**src/rtl/link_ping_loss_monitor_macros.svh**
```systemverilog
// ----------------------------------------------------------------------------
// Assertion macros for the link ping and loss monitor.
// ----------------------------------------------------------------------------
`ifndef LINK_PING_LOSS_MONITOR_MACROS_SVH
`define LINK_PING_LOSS_MONITOR_MACROS_SVH

// Same-cycle implication, disabled during reset.
`define LPLM_ASSERT_IMP(lbl, clk, rst, ante, cons, msg) \
   lbl: assert property (@(posedge clk) disable iff (rst) (ante) |-> (cons)) else $error(msg);

// Next-cycle implication, disabled during reset.
`define LPLM_ASSERT_NXT(lbl, clk, rst, ante, cons, msg) \
   lbl: assert property (@(posedge clk) disable iff (rst) (ante) |=> (cons)) else $error(msg);

`endif

```
**src/rtl/lplm_ram.sv**
```systemverilog
// ----------------------------------------------------------------------------
// lplm_ram
// Generic single-write, single-read RAM with a registered read port.
// ----------------------------------------------------------------------------
module lplm_ram #(
   parameter  int WIDTH  = 8,
   parameter  int DEPTH  = 16,
   localparam int ADDR_W = $clog2(DEPTH)
) (
   input  logic              clock,
   input  logic              we,
   input  logic [ADDR_W-1:0] waddr,
   input  logic [WIDTH-1:0]  wdata,
   input  logic [ADDR_W-1:0] raddr,
   output logic [WIDTH-1:0]  rdata
);

   logic [WIDTH-1:0] mem [DEPTH];
   logic [WIDTH-1:0] rdata_ff;

   // Write port and registered read port.
   always_ff @(posedge clock) begin
      if (we) begin
         mem[waddr] <= wdata;
      end
      rdata_ff <= mem[raddr];
   end

   assign rdata = rdata_ff;

endmodule

```
**config.mk**
```make
export PLATFORM = sky130hd
export DESIGN_NAME = lplm_ram
export DESIGN_NICKNAME = d
export VERILOG_FILES = /design/src/rtl/link_ping_loss_monitor_macros.svh /design/src/rtl/lplm_ram.sv
export SDC_FILE = /design/constraint.sdc
export NUM_CORES = 1
export LEC_CHECK = 0
export BUFFER_PORTS_ARGS = -buffer_cell sky130_fd_sc_hd__buf_2
export CAP_MARGIN = 20
export CORE_MARGIN = 3
export CORE_UTILIZATION = 50
export CTS_BUF_LIST = sky130_fd_sc_hd__clkbuf_2 sky130_fd_sc_hd__clkbuf_4 sky130_fd_sc_hd__clkbuf_8
export CTS_CLUSTER_SIZE = 30
export DETAILED_ROUTE_END_ITERATION = 10
export PLACE_DENSITY = 0.67
export RECOVER_POWER = 100
export SLEW_MARGIN = 20
export SYNTH_ARGS = -nofsm -noshare
export SYNTH_HDL_FRONTEND = slang
export SYNTH_SLANG_ARGS = --single-unit
```
**constraint.sdc**
```tcl
create_clock -name clock -period 2.1 [get_ports clock]
set_input_delay 0.42 -clock clock [delete_from_list [all_inputs] [get_ports clock]]
set_output_delay 0.42 -clock clock [all_outputs]
set_load 0.05 [all_outputs]
```
======== Yosys cells after proc, flatten, opt, wreduce, memory -nomap -nowiden ========
Memory sizes are Yosys's and may differ from the RTL's. A register that Yosys moved wholly into a read port is not among the register bits.
Cells that the tools add are included.
storage, ports and cells
  output and inout port bits .............. 8
  bits of input ports ..................... 18
  register bits ........................... 0
  memory bits (writable) .................. 128
  memories kept ........................... 1
  word-level logic and storage cells ...... 3
operators by class
  mux-type cells .......................... 2
memories
  name  depth  bits a word  read ports  clocked after Yosys merged registers in  write ports  line            source
  mem   16     8            1           1                                        1            lplm_ram.sv:18  logic [WIDTH-1:0] mem [DEPTH];
operators by type and width
  cell              number
  2-to-1 mux 1 bit  2

======== Depth between registers and ports, before layout ========
  depth after elaboration ................. 2
  gate-level depth with buffers ........... 5
  gate-level depth less buffers ........... 3

======== Worst setup path before layout ========
Ideal clock, no wire load.
  path type ............................... input-to-reg
  start point ............................. input port waddr[2]
  end point ............................... memory mem[0][0] (enable)
  library setup time ...................... 0.383 ns
  data required time ...................... 1.717 ns
  setup slack ............................. 0.187 ns
  data arrival time ....................... 1.530 ns
  stages .................................. 2
  cells stage by stage .................... or3b_2 -> nor3_1
RTL lines
  item             line            source
  start, declared  lplm_ram.sv:12  input logic [ADDR_W-1:0] waddr,
  end, declared    lplm_ram.sv:18
No word-level cell before the write port.

==> qor.yml <==
run_status: "finished, final reports clean"
stdcell_count: 431
htree_num_levels: 4
timing.setup.critical_path_class: "in2reg"
power.share.clock: 0.412
place.port_buffers: 25
floorplan.die.width_um: 107.5
grt_max_degree: 24
synthToLayoutAreaGrowth_pct: 14.66
tritoncts_clock_tree: "yes"
clockRootBuffer: "sky130_fd_sc_hd__clkbuf_8"
clkLatencyLatePin_ns: 0.42
totalWireLength_mm: 9.503
cell_internal_pwr_mw: 4.578
rsz0062_at_grt: "no"
first_global_vias: 2513
final_antenna_net_count: 0
final_critical_path_setup_slack_ns: 0.3398
proportion_of_synthesized_chip_area_in_sequential_cells: 0.7778
timing.critical_path.arrival_ns: 2.07
clock_path_buffers: 2
timing.critical_path.required_ns: 2.41
p_leak_nw: 1.913
remaining_drc_errors: 0
synth_area_per_cell_um2: 22.48
vias: 2461
worst_pin_slew_ns: 0.8031
swShare: 0.2040
synth_simple_gate_area_share: 0.03184
first_iter_violations: 154
count_of_unique_library_cells_instantiated_by_yosys: 19
final_slew_violations: 0
power.share.sequential: 0.531
post_cts.repair.setup_buffers: 0
post-route-util: 0.5956
cts_buffers: 17
cts_hold_buffers: 0
maxCapViolations: 0
timing.final.hold_violations: 0
ir_drop_mv: 0.4987
finalPower_mw: 5.750
synth_adder_area_share: 0
grt_remaining_overflow: 0
drive_above_1_share: 0.2013
synth_compound_area_frac: 0.02333
die_h_um: 107.5
clkSlewWorstSetupHoldPaths_ns: 0.07
groute.usage.overall: 0.1792
synth_top_family_by_area: "multiplexers"
holdCritPathClass: "in2reg"
routed_via_density: 5.710
synth_mux_area_frac: 0.1502
post-route-cell-area_um2: 5902
detailedRoute.firstPassIterationCount: 4
n_antenna_cell: 0
worstPathMaxFanout: 15
maximum_clock_frequency_mhz: 568.1
post-place-cells: 399
io_pins: 26
grt_pass1_wl_mm: 14.42
post-route-min-period_ns: 1.760
routabilityCongestion: 0.7106
worstSetupEndpointType: "flop"
crit_path_start_kind: "input pin"
floorplan.rows: 36
dpl-instance-area_um2: 5555
final.hold.worst_slack_ns: 0.5069
clock-sinks: 136
power_density_nw_per_um2: 974.3
synthesis.area_um2: 5147
place_ws_ns: 0.2748
synth_fp_nets: 247
synthXorXnorAreaFrac: 0
hpwlAfterDp_mm: 6.001
die_area_um2: 11550
net-switching-power_mw: 1.173
floorplan.core_area_um2: 9910
layout.nets: 303
ys_warn_count: 0
number_of_flip_flops_and_latches_in_the_synthesized_netlist: 136
combPwrFrac: 0.057
antenna_found_initial: 0
cts_repair_resize_count: 0
finalSetupTns_ns: 0
wl_per_cell_um: 22.05
fin_crit_sh: 0.8382
max_slew_margin: 0.4626
start_util: 0.5194
syn_inst: 229
clock_skew_ns: 0.007930
count_of_final_setup_violators: 0
power by group through the flow:
| stage | combinational, mW | sequential (mW) | clock (mW) |
|---|---|---|---|
| 4_1_cts | 0.350 | 3.05 | 2.41 |
| 5_1_grt | 0.350 | 3.06 | 2.53 |
| 3_3_place_gp | 0.344 | 3.11 | 0 |
| 6_report | 0.328 | 3.05 | 2.37 |
| 3_5_place_dp | 0.348 | 3.11 | 0 |
| 2_1_floorplan | 0.154 | 3.17 | 0 |
area by class of cell:
class / count / area (um^2)
clock buffer: 19 / 249.0
clock inverter: 13 / 202.7
fill: 735 / 4008
multi-input combinational: 83 / 1057
sequential: 136 / 4004
tap: 133 / 166.4
timing repair buffer: 47 / 222.7
critical path: stages:
cell	delay, ns
sky130_fd_sc_hd__clkbuf_1	0.14
sky130_fd_sc_hd__clkbuf_2	0.47
sky130_fd_sc_hd__mux4_1	0.62
sky130_fd_sc_hd__a22oi_1	0.30
sky130_fd_sc_hd__nand2_1	0.09
kinds of logic after synthesis:
family | count (synthesis)
multiplexers | 32
buffers and inverters | 10
AO/OA/AOI/OAI | 16
flip-flops | 136
AND/OR/NAND/NOR | 35
routing by layer:
metal	wire [um]	track usage	vias to the layer above	part of all wire
met5	0	0	-	0
met4	134	0.07394	0	0.014
met3	683	0.05579	9	0.072
met2	4490	0.2654	97	0.47
met1	4194	0.2502	1268	0.44
li1	-	-	1087	-
Yosys cell counts, drive strengths merged:
cell | number | area share
clkdlybuf4s25 | 3 | 0.0058
nor3 | 4 | 0.0039
nand3 | 1 | 0.00097
and2b | 1 | 0.0015
and2 | 1 | 0.0012
or3b | 1 | 0.0017
nor2b | 1 | 0.0012
nand2b | 2 | 0.0024
nor2 | 13 | 0.0095
nand3b | 2 | 0.0029
dfxtp | 8 | 0.031
nand2 | 9 | 0.0066
mux4 | 32 | 0.15
buf | 7 | 0.011
a22oi | 16 | 0.023
edfxtp | 128 | 0.75
path summary, 6_finish.rpt:
check                                start         to  slack (ns)  depth (start not counted)
worst max register to register   mem[3][6]   rdata[6]        0.73                          3
worst max-delay path              raddr[0]   rdata[5]        0.34                          5
worst min-delay path              wdata[3]  mem[6][3]        0.51                          1
worst min register to register  mem[14][6]   rdata[6]        0.68                          3
cell usage in the layout (no fill, tap or decap), drive strengths merged:
cell | synthesis | final
edfxtp | 128 | 128
clkbuf | 0 | 58
mux4 | 32 | 32
a22oi | 16 | 16
nor2 | 13 | 13
nand2 | 9 | 9
dfxtp | 8 | 8
buf | 7 | 8
clkinv | 0 | 6
bufinv | 0 | 5
nor3 | 4 | 4
nand3b | 2 | 2
nand2b | 2 | 2
clkinvlp | 0 | 2
nor2b | 1 | 1
and2 | 1 | 1
and2b | 1 | 1
nand3 | 1 | 1
or3b | 1 | 1
state kept, by name, summed over array words and instances (netlist names):
signal	flops
rdata	8
mem	128
No activity file was read; power rests on OpenSTA's default activity.
