## src/rtl/link_ping_loss_monitor_macros.svh

```systemverilog
// ----------------------------------------------------------------------------
// Assertion macros for the link ping and loss monitor.
// ----------------------------------------------------------------------------
`ifndef LINK_PING_LOSS_MONITOR_MACROS_SVH
`define LINK_PING_LOSS_MONITOR_MACROS_SVH

// Same-cycle implication, disabled during reset.
`define LPLM_ASSERT_IMP(lbl, clk, rst, ante, cons, msg) \
   lbl: assert property (@(posedge clk) disable iff (rst) (ante) |-> (cons)) else $error(msg);

// Next-cycle implication, disabled during reset.
`define LPLM_ASSERT_NXT(lbl, clk, rst, ante, cons, msg) \
   lbl: assert property (@(posedge clk) disable iff (rst) (ante) |=> (cons)) else $error(msg);

`endif

```

## src/rtl/lplm_pkg.sv

```systemverilog
// ----------------------------------------------------------------------------
// lplm_pkg
// Shared constants, types and helpers of the link ping and loss monitor.
// ----------------------------------------------------------------------------
package lplm_pkg;

   localparam int WINDOW_DEPTH = 64;
   localparam int LINKS        = 256;

   localparam int WIN_W       = $clog2(WINDOW_DEPTH);
   localparam int FILL_W      = WIN_W + 1;
   localparam int LINK_W      = $clog2(LINKS);
   localparam int SAMP_ADDR_W = LINK_W + WIN_W;
   localparam int SAMP_DEPTH  = LINKS * (2 ** WIN_W);

   localparam int PING_W    = 16;
   localparam int LOSS_W    = 7;
   localparam int CNT_W     = 32;
   localparam int WIN_REG_W = 7;
   localparam int PSUM_W    = PING_W + WIN_W;
   localparam int LSUM_W    = LOSS_W + WIN_W;

   localparam int DIV_D_W   = CNT_W;
   localparam int DIV_N_W   = CNT_W + 7;
   localparam int DIV_CNT_W = $clog2(DIV_N_W + 1);

   localparam int PCT_SCALE = 100;
   localparam int LOSS_CAP  = 100;

   // Configuration register indexes.
   localparam logic CSR_PING_WIN = 1'b0;
   localparam logic CSR_LOSS_WIN = 1'b1;

   typedef enum logic [1:0] {
      CMD_PING  = 2'd0,
      CMD_LOSS  = 2'd1,
      CMD_CLEAR = 2'd2
   } cmd_type;

   // Per-link statistics record held in the link memory.
   typedef struct packed {
      logic [FILL_W-1:0] ping_fill;
      logic [WIN_W-1:0]  ping_head;
      logic [FILL_W-1:0] loss_fill;
      logic [WIN_W-1:0]  loss_head;
      logic [PING_W-1:0] avg_ping;
      logic [PING_W-1:0] jitter;
      logic [LOSS_W-1:0] avg_loss;
      logic [LOSS_W-1:0] pending;
      logic [CNT_W-1:0]  prev_drop;
      logic [CNT_W-1:0]  prev_sent;
   } link_rec_type;

   // Status of the serial divider.
   typedef struct packed {
      logic busy;
      logic done;
   } div_stat_type;

   // A window of zero acts as one, a window beyond the depth acts as the depth.
   function automatic logic [FILL_W-1:0] eff_window(input logic [WIN_REG_W-1:0] w);
      logic [FILL_W-1:0] r;
      if (w == '0) begin
         r = FILL_W'(1);
      end else if (int'(w) > WINDOW_DEPTH) begin
         r = FILL_W'(WINDOW_DEPTH);
      end else begin
         r = FILL_W'(w);
      end
      return r;
   endfunction

endpackage

```

## src/rtl/lplm_div.sv

```systemverilog
// ----------------------------------------------------------------------------
// lplm_div
// Restoring serial divider, one quotient bit per cycle.
// ----------------------------------------------------------------------------
module lplm_div (
   input  logic                           clock,
   input  logic                           reset,
   input  logic                           start,
   input  logic [lplm_pkg::DIV_N_W-1:0]   dividend,
   input  logic [lplm_pkg::DIV_D_W-1:0]   divisor,
   output logic [lplm_pkg::DIV_N_W-1:0]   quotient,
   output lplm_pkg::div_stat_type         stat
);
   import lplm_pkg::*;

   logic [DIV_N_W-1:0]   q_ff;
   logic [DIV_D_W-1:0]   rem_ff;
   logic [DIV_D_W-1:0]   dvs_ff;
   logic [DIV_CNT_W-1:0] cnt_ff;
   logic                 busy_ff;
   logic                 done_ff;
   logic [DIV_D_W:0]     rem_s;
   logic [DIV_D_W:0]     rem_d;
   logic                 ge;

   // One trial subtraction per step.
   always_comb begin
      rem_s = {rem_ff, q_ff[DIV_N_W-1]};
      rem_d = rem_s - {1'b0, dvs_ff};
      ge    = (rem_s >= {1'b0, dvs_ff});
   end

   // Control state.
   always_ff @(posedge clock) begin
      if (reset) begin
         busy_ff <= 1'b0;
         done_ff <= 1'b0;
         cnt_ff  <= '0;
      end else begin
         done_ff <= 1'b0;
         if (start) begin
            busy_ff <= 1'b1;
            cnt_ff  <= DIV_CNT_W'(DIV_N_W);
         end else if (busy_ff) begin
            cnt_ff <= cnt_ff - DIV_CNT_W'(1);
            if (cnt_ff == DIV_CNT_W'(1)) begin
               busy_ff <= 1'b0;
               done_ff <= 1'b1;
            end
         end
      end
   end

   // Datapath: partial remainder and quotient shift register.
   always_ff @(posedge clock) begin
      if (start) begin
         q_ff   <= dividend;
         rem_ff <= '0;
         dvs_ff <= divisor;
      end else if (busy_ff) begin
         q_ff   <= {q_ff[DIV_N_W-2:0], ge};
         rem_ff <= ge ? rem_d[DIV_D_W-1:0] : rem_s[DIV_D_W-1:0];
      end
   end

   assign quotient  = q_ff;
   assign stat.busy = busy_ff;
   assign stat.done = done_ff;

endmodule

```

## config.mk

```make
export PLATFORM = sky130hd
export DESIGN_NAME = lplm_div
export DESIGN_NICKNAME = d
export VERILOG_FILES = /design/src/rtl/link_ping_loss_monitor_macros.svh /design/src/rtl/lplm_pkg.sv /design/src/rtl/lplm_div.sv
export SDC_FILE = /design/constraint.sdc
export NUM_CORES = 1
export LEC_CHECK = 0
export BUFFER_PORTS_ARGS = -buffer_cell sky130_fd_sc_hd__buf_2
export CORE_ASPECT_RATIO = 1.75
export CORE_MARGIN = 5
export CORE_UTILIZATION = 40
export CTS_BUF_LIST = sky130_fd_sc_hd__clkbuf_4 sky130_fd_sc_hd__clkbuf_8 sky130_fd_sc_hd__clkbuf_16
export DETAILED_ROUTE_END_ITERATION = 12
export MAX_ROUTING_LAYER = met4
export PLACE_DENSITY = 0.6
export SLEW_MARGIN = 20
export SYNTH_ARGS = -nofsm -noshare
export SYNTH_HDL_FRONTEND = slang
export SYNTH_SLANG_ARGS = --single-unit
```

## constraint.sdc

```tcl
create_clock -name clock -period 3 [get_ports clock]
set_input_delay 0.3 -clock clock [delete_from_list [all_inputs] [get_ports clock]]
set_output_delay 0.3 -clock clock [all_outputs]
set_load 0.03 [all_outputs]
```

After elaboration in Yosys (flattened, before gate mapping) --
Index checks and enable logic that the tools add are counted.
Cells by class: add/sub/neg operators 2, bitwise operators 1, eq/ne operators 1, mux-type cells 9, reduce and logical (&&, ||, !) cells 3, $lt $le $gt $ge 1
Operators with widths (number):
- $mux W39 | 2
- $ge A33 B32 Y1 | 1
- $mux W32 | 1
- $sub A32 B32 Y32 | 1
- $mux W6 | 2
- $eq A6 B1 Y1 const B | 1
- $sub A6 B1 Y6 const B | 1
- $mux W1 | 4
- $reduce_or A3 Y1 | 1
- $reduce_bool A2 Y1 | 1
- $reduce_or A2 Y1 | 1
- $not A1 Y1 | 1
Word-level totals: word-level logic and storage cells 24, bits in registers 111, output and inout bits 41, bits of input ports 74

Longest topological paths before layout --
depth after elaboration 4, gate-level depth with buffers 13, gate-level depth less buffers 12

Worst setup path after synthesis --
No wires, ideal clock.
path kind reg2reg, start point reg q_ff[38], in the netlist quotient[38], end point reg rem_ff[30], setup time 137 ps, setup slack 268 ps, buffers on the path 0, required time 2863 ps, data arrival time 2595 ps, clock period less this slack 2732 ps, stages on the path, launching flop included 13, path through edfxtp_1 inv_1 ha_1 fa_1 nor2b_1 o31ai_1 a21oi_1 a21oi_1 o21ai_1 a21oi_1 o211a_1 nor3_1 o221ai_1
Between the ends: word-level cells in the longest chain between the ends 2, elaborated cells on any way between the ends 3, classes of those cells add/sub (1); order compare (1); mux (1)
Ends and longest elaborated chain:
- start, declared | line lplm_div.sv:16 | logic [DIV_N_W-1:0] q_ff;
- start signal, assigned | line lplm_div.sv:57 | q_ff <= dividend;
- start signal, assigned | line lplm_div.sv:61 | q_ff <= {q_ff[DIV_N_W-2:0], ge};
- $sub A32 B32 Y32 or $ge A33 B32 Y1 (tied branches) | line lplm_div.sv:29, lplm_div.sv:30
- $mux W32 * | line lplm_div.sv:62 | rem_ff <= ge ? rem_d[DIV_D_W-1:0] : rem_s[DIV_D_W-1:0];
- end signal, assigned | line lplm_div.sv:62
- end, declared | line lplm_div.sv:17 | logic [DIV_D_W-1:0] rem_ff;
Mark *: on every way between the ends. The rest lies on a longest branch, timed or not. A chain may end at the register's enable or synchronous reset.

Final worst setup path --
Same ends and word-level chain as after synthesis.

==> flow_summary.json <==
{
  "status": "completed",
  "dr.pass1.iters": 4,
  "wl_per_cell_um": 16.4,
  "avgSynthCellArea_sq_um": 10.4,
  "cts_hold_buf": 0,
  "rows": 60,
  "arrival_ns": 3.11,
  "cp-end-kind": "flip-flop",
  "drc": 0,
  "initial_core_util": 0.408,
  "pre_cts_ws_ns": 0.0382,
  "synth_top_family_by_area": "compound AO/OA/AOI/OAI gates",
  "finalSetupViolCount": 0,
  "synthSimpleGateAreaFrac": 0.122,
  "clockRootBuffer": "clkbuf_16",
  "syn2layout_area_growth_pct": 19.0,
  "syn_area_sq_mm": 0.00628,
  "grt_max_degree": 51,
  "ys_ff_latch": 111,
  "tightestPinTransition_ns": 0.546,
  "clk_latency_ns": 0.36,
  "final_max_slew_viol_count": 0,
  "synthCells": 603,
  "wl_mm": 14.8,
  "fmax_mhz": 353,
  "fin_nets": 822,
  "seqCellArea_sq_mm": 0.00293,
  "io_pins": 115,
  "num_vias": 4918,
  "port_buffers": 114,
  "synthAdderAreaFrac": 0.0709,
  "final_antenna_net_count": 0,
  "die_area_sq_mm": 0.0184,
  "cts_made_buffers": 9,
  "place.gp.congestion": 0.964,
  "power_leakage_uw": 0.00309,
  "grt-ovfl-total": 0,
  "path_class": "reg -> reg",
  "finalCritPeriodShare": 0.944,
  "netlist_top_cells_count": "edfxtp_1, nor2_1, inv_1, dfxtp_1, mux2_2",
  "finalHoldViolCount": 0,
  "yosys-mux-area-fraction": 0.108,
  "drive_gt1_frac": 0.287,
  "synth_top_area_cell": "edfxtp_1",
  "die_h_um": 176,
  "synth_top_area_share": 0.340,
  "ys.flop_type": "edfxtp_1",
  "rrSetupSlack_ns": 0.17,
  "yosysMostFrequentCell": "edfxtp_1",
  "hpwl_mm": 11.2,
  "yosysWarnings": 0,
  "post-route-worst-setup-slack_ns": 0.168,
  "die_w_um": 105,
  "via_per_inst": 5.44,
  "critPathMaxFanout": 3,
  "drtIter0Drc": 175,
  "maxCapViolations": 0,
  "synthArstFlopShare": 0,
  "maxSlewHeadroom": 0.631,
  "fin_worst_skew_ns": 0.0197,
  "synth_xor_area_frac": 0.0432,
  "clk_pin_slew_ns": 0.09,
  "synth_edf_count": 71,
  "cts_tree": "done",
  "netlist_top_cells_area": "edfxtp_1, dfxtp_1, mux2_2",
  "peakVddDrop_mv": 0.317,
  "yosysUniqueCellTypes": 60,
  "placedCellCount": 884,
  "cts_max_level": 3,
  "multiInputGateArea_sq_mm": 0.00307,
  "clock_sinks": 111,
  "synth_compound_area_frac": 0.137,
  "fillerInstances": 1448,
  "ctsLongestPathBuffers": 2,
  "grt_usage": 0.165,
  "rsz0062_at_grt": "true",
  "final.setup.tns_ns": 0,
  "power-per-cell-area_mw_per_mm2": 560,
  "startpoint_type": "flip-flop",
  "ys_seq_area_frac": 0.467,
  "antenna_found_initial": 0,
  "min_path_type": "in -> reg",
  "core_area_sq_mm": 0.0154,
  "required_ns": 3.27,
  "final-instance-count-excl-fill": 904,
  "first_global_vias": 5296,
  "antenna_cells": 0,
  "syn-num-nets": 712,
  "grt_pass1_wl_mm": 24.5,
  "post-route-min-period_ns": 2.83
}
[power breakdown]
group,internal (uW),switching (uW)
clock network,675,618
logic,426,611
registers,1780,76.3
[cells by family (layout without fill, tap and decap cells)]
| family | count (synthesis) | after routing |
|---|---|---|
| DFF | 111 | 111 |
| xor gates and xnor gates | 31 | 31 |
| AOI/OAI and AO/OA | 129 | 129 |
| and+or+nand+nor | 157 | 157 |
| buffers and inverters | 77 | 192 |
| adders and majority gates | 35 | 35 |
| muxes | 63 | 63 |
[per-layer routing]
layer,vias up,GRT usage,part of all wire
met5,-,-,0
li1,2417,-,-
met3,27,0.0313,0.044
met1,2336,0.177,0.40
met4,0,0.0651,0.022
met2,138,0.297,0.54
[critical path, cell delays in order (launching register included)]
cell	delay (ns)
edfxtp_1	0.35
inv_1	0.07
ha_1	0.23
fa_1	0.41
nor2b_1	0.21
o31ai_2	0.11
a21oi_2	0.22
a21oi_1	0.14
o21ai_2	0.21
a21oi_1	0.15
nor4b_1	0.36
nor3_1	0.13
o221ai_1	0.17
[placed cells by master, fill, tap and decap left out, types with 3 or more instances in the layout]
cell       instances
xnor2_1           20
a21o_1            11
edfxtp_1          71
nand2_1           27
nor4b_1            4
nor2b_1            4
a31oi_1            6
and3_1             4
and2_1             5
o221ai_1           4
buf_2            113
xor2_1            11
nand2b_1           8
a21oi_1           33
or3_1              3
dfxtp_1           39
clkbuf_16          9
nand3_1            7
nor3_1            14
nand4_1            9
o22ai_1            4
o21ai_0           21
inv_1             44
buf_4             15
mux2i_1           23
o21a_1             3
mux2_2            40
a211oi_1          24
nor4_1             3
nor2_1            58
ha_1              32
[stage by stage]
stage	instance area [sq um]	hold WS [ns]	utilization	power [uW]
finish	7470	0.111	0.486	4180
global route	7470	0.0946	0.486	4410
CTS	7380	0.103	0.480	4200
detailed placement	7060	0.478	0.459	2900
global placement	7060	0.476	0.459	2880
floorplan	6280	0.399	-	2610
[worst paths after layout]
path                     start         end  cells after the start
hold reg to reg     rem_ff[29]  rem_ff[29]                      2
setup reg to reg  quotient[38]  rem_ff[30]                     12
setup / recovery  quotient[38]  rem_ff[30]                     12
hold / removal      divisor[1]   dvs_ff[1]                      1
[registers in the layout, summed over array words and instances, names as in the netlist]
register / count
quotient: 39
dvs_ff: 32
rem_ff: 32
cnt_ff: 6
busy_ff: 1
done_ff: 1
[what timing repair did]
item | 4_1_cts | 5_1_grt
setup endpoints to repair | 0 | 18
resized for setup | 0 | 14
buffers inserted | 0 | 4
[final cells by class]
class	instances	area share
Multi-Input combinational cell	415	0.411
Sequential cell	111	0.393
Tap cell	186	0.0311
Timing Repair Buffer	132	0.0996
Clock inverter	7	0.0134
Clock buffer	9	0.0301
Inverter	44	0.0221
(Power assumes the default switching activity.)
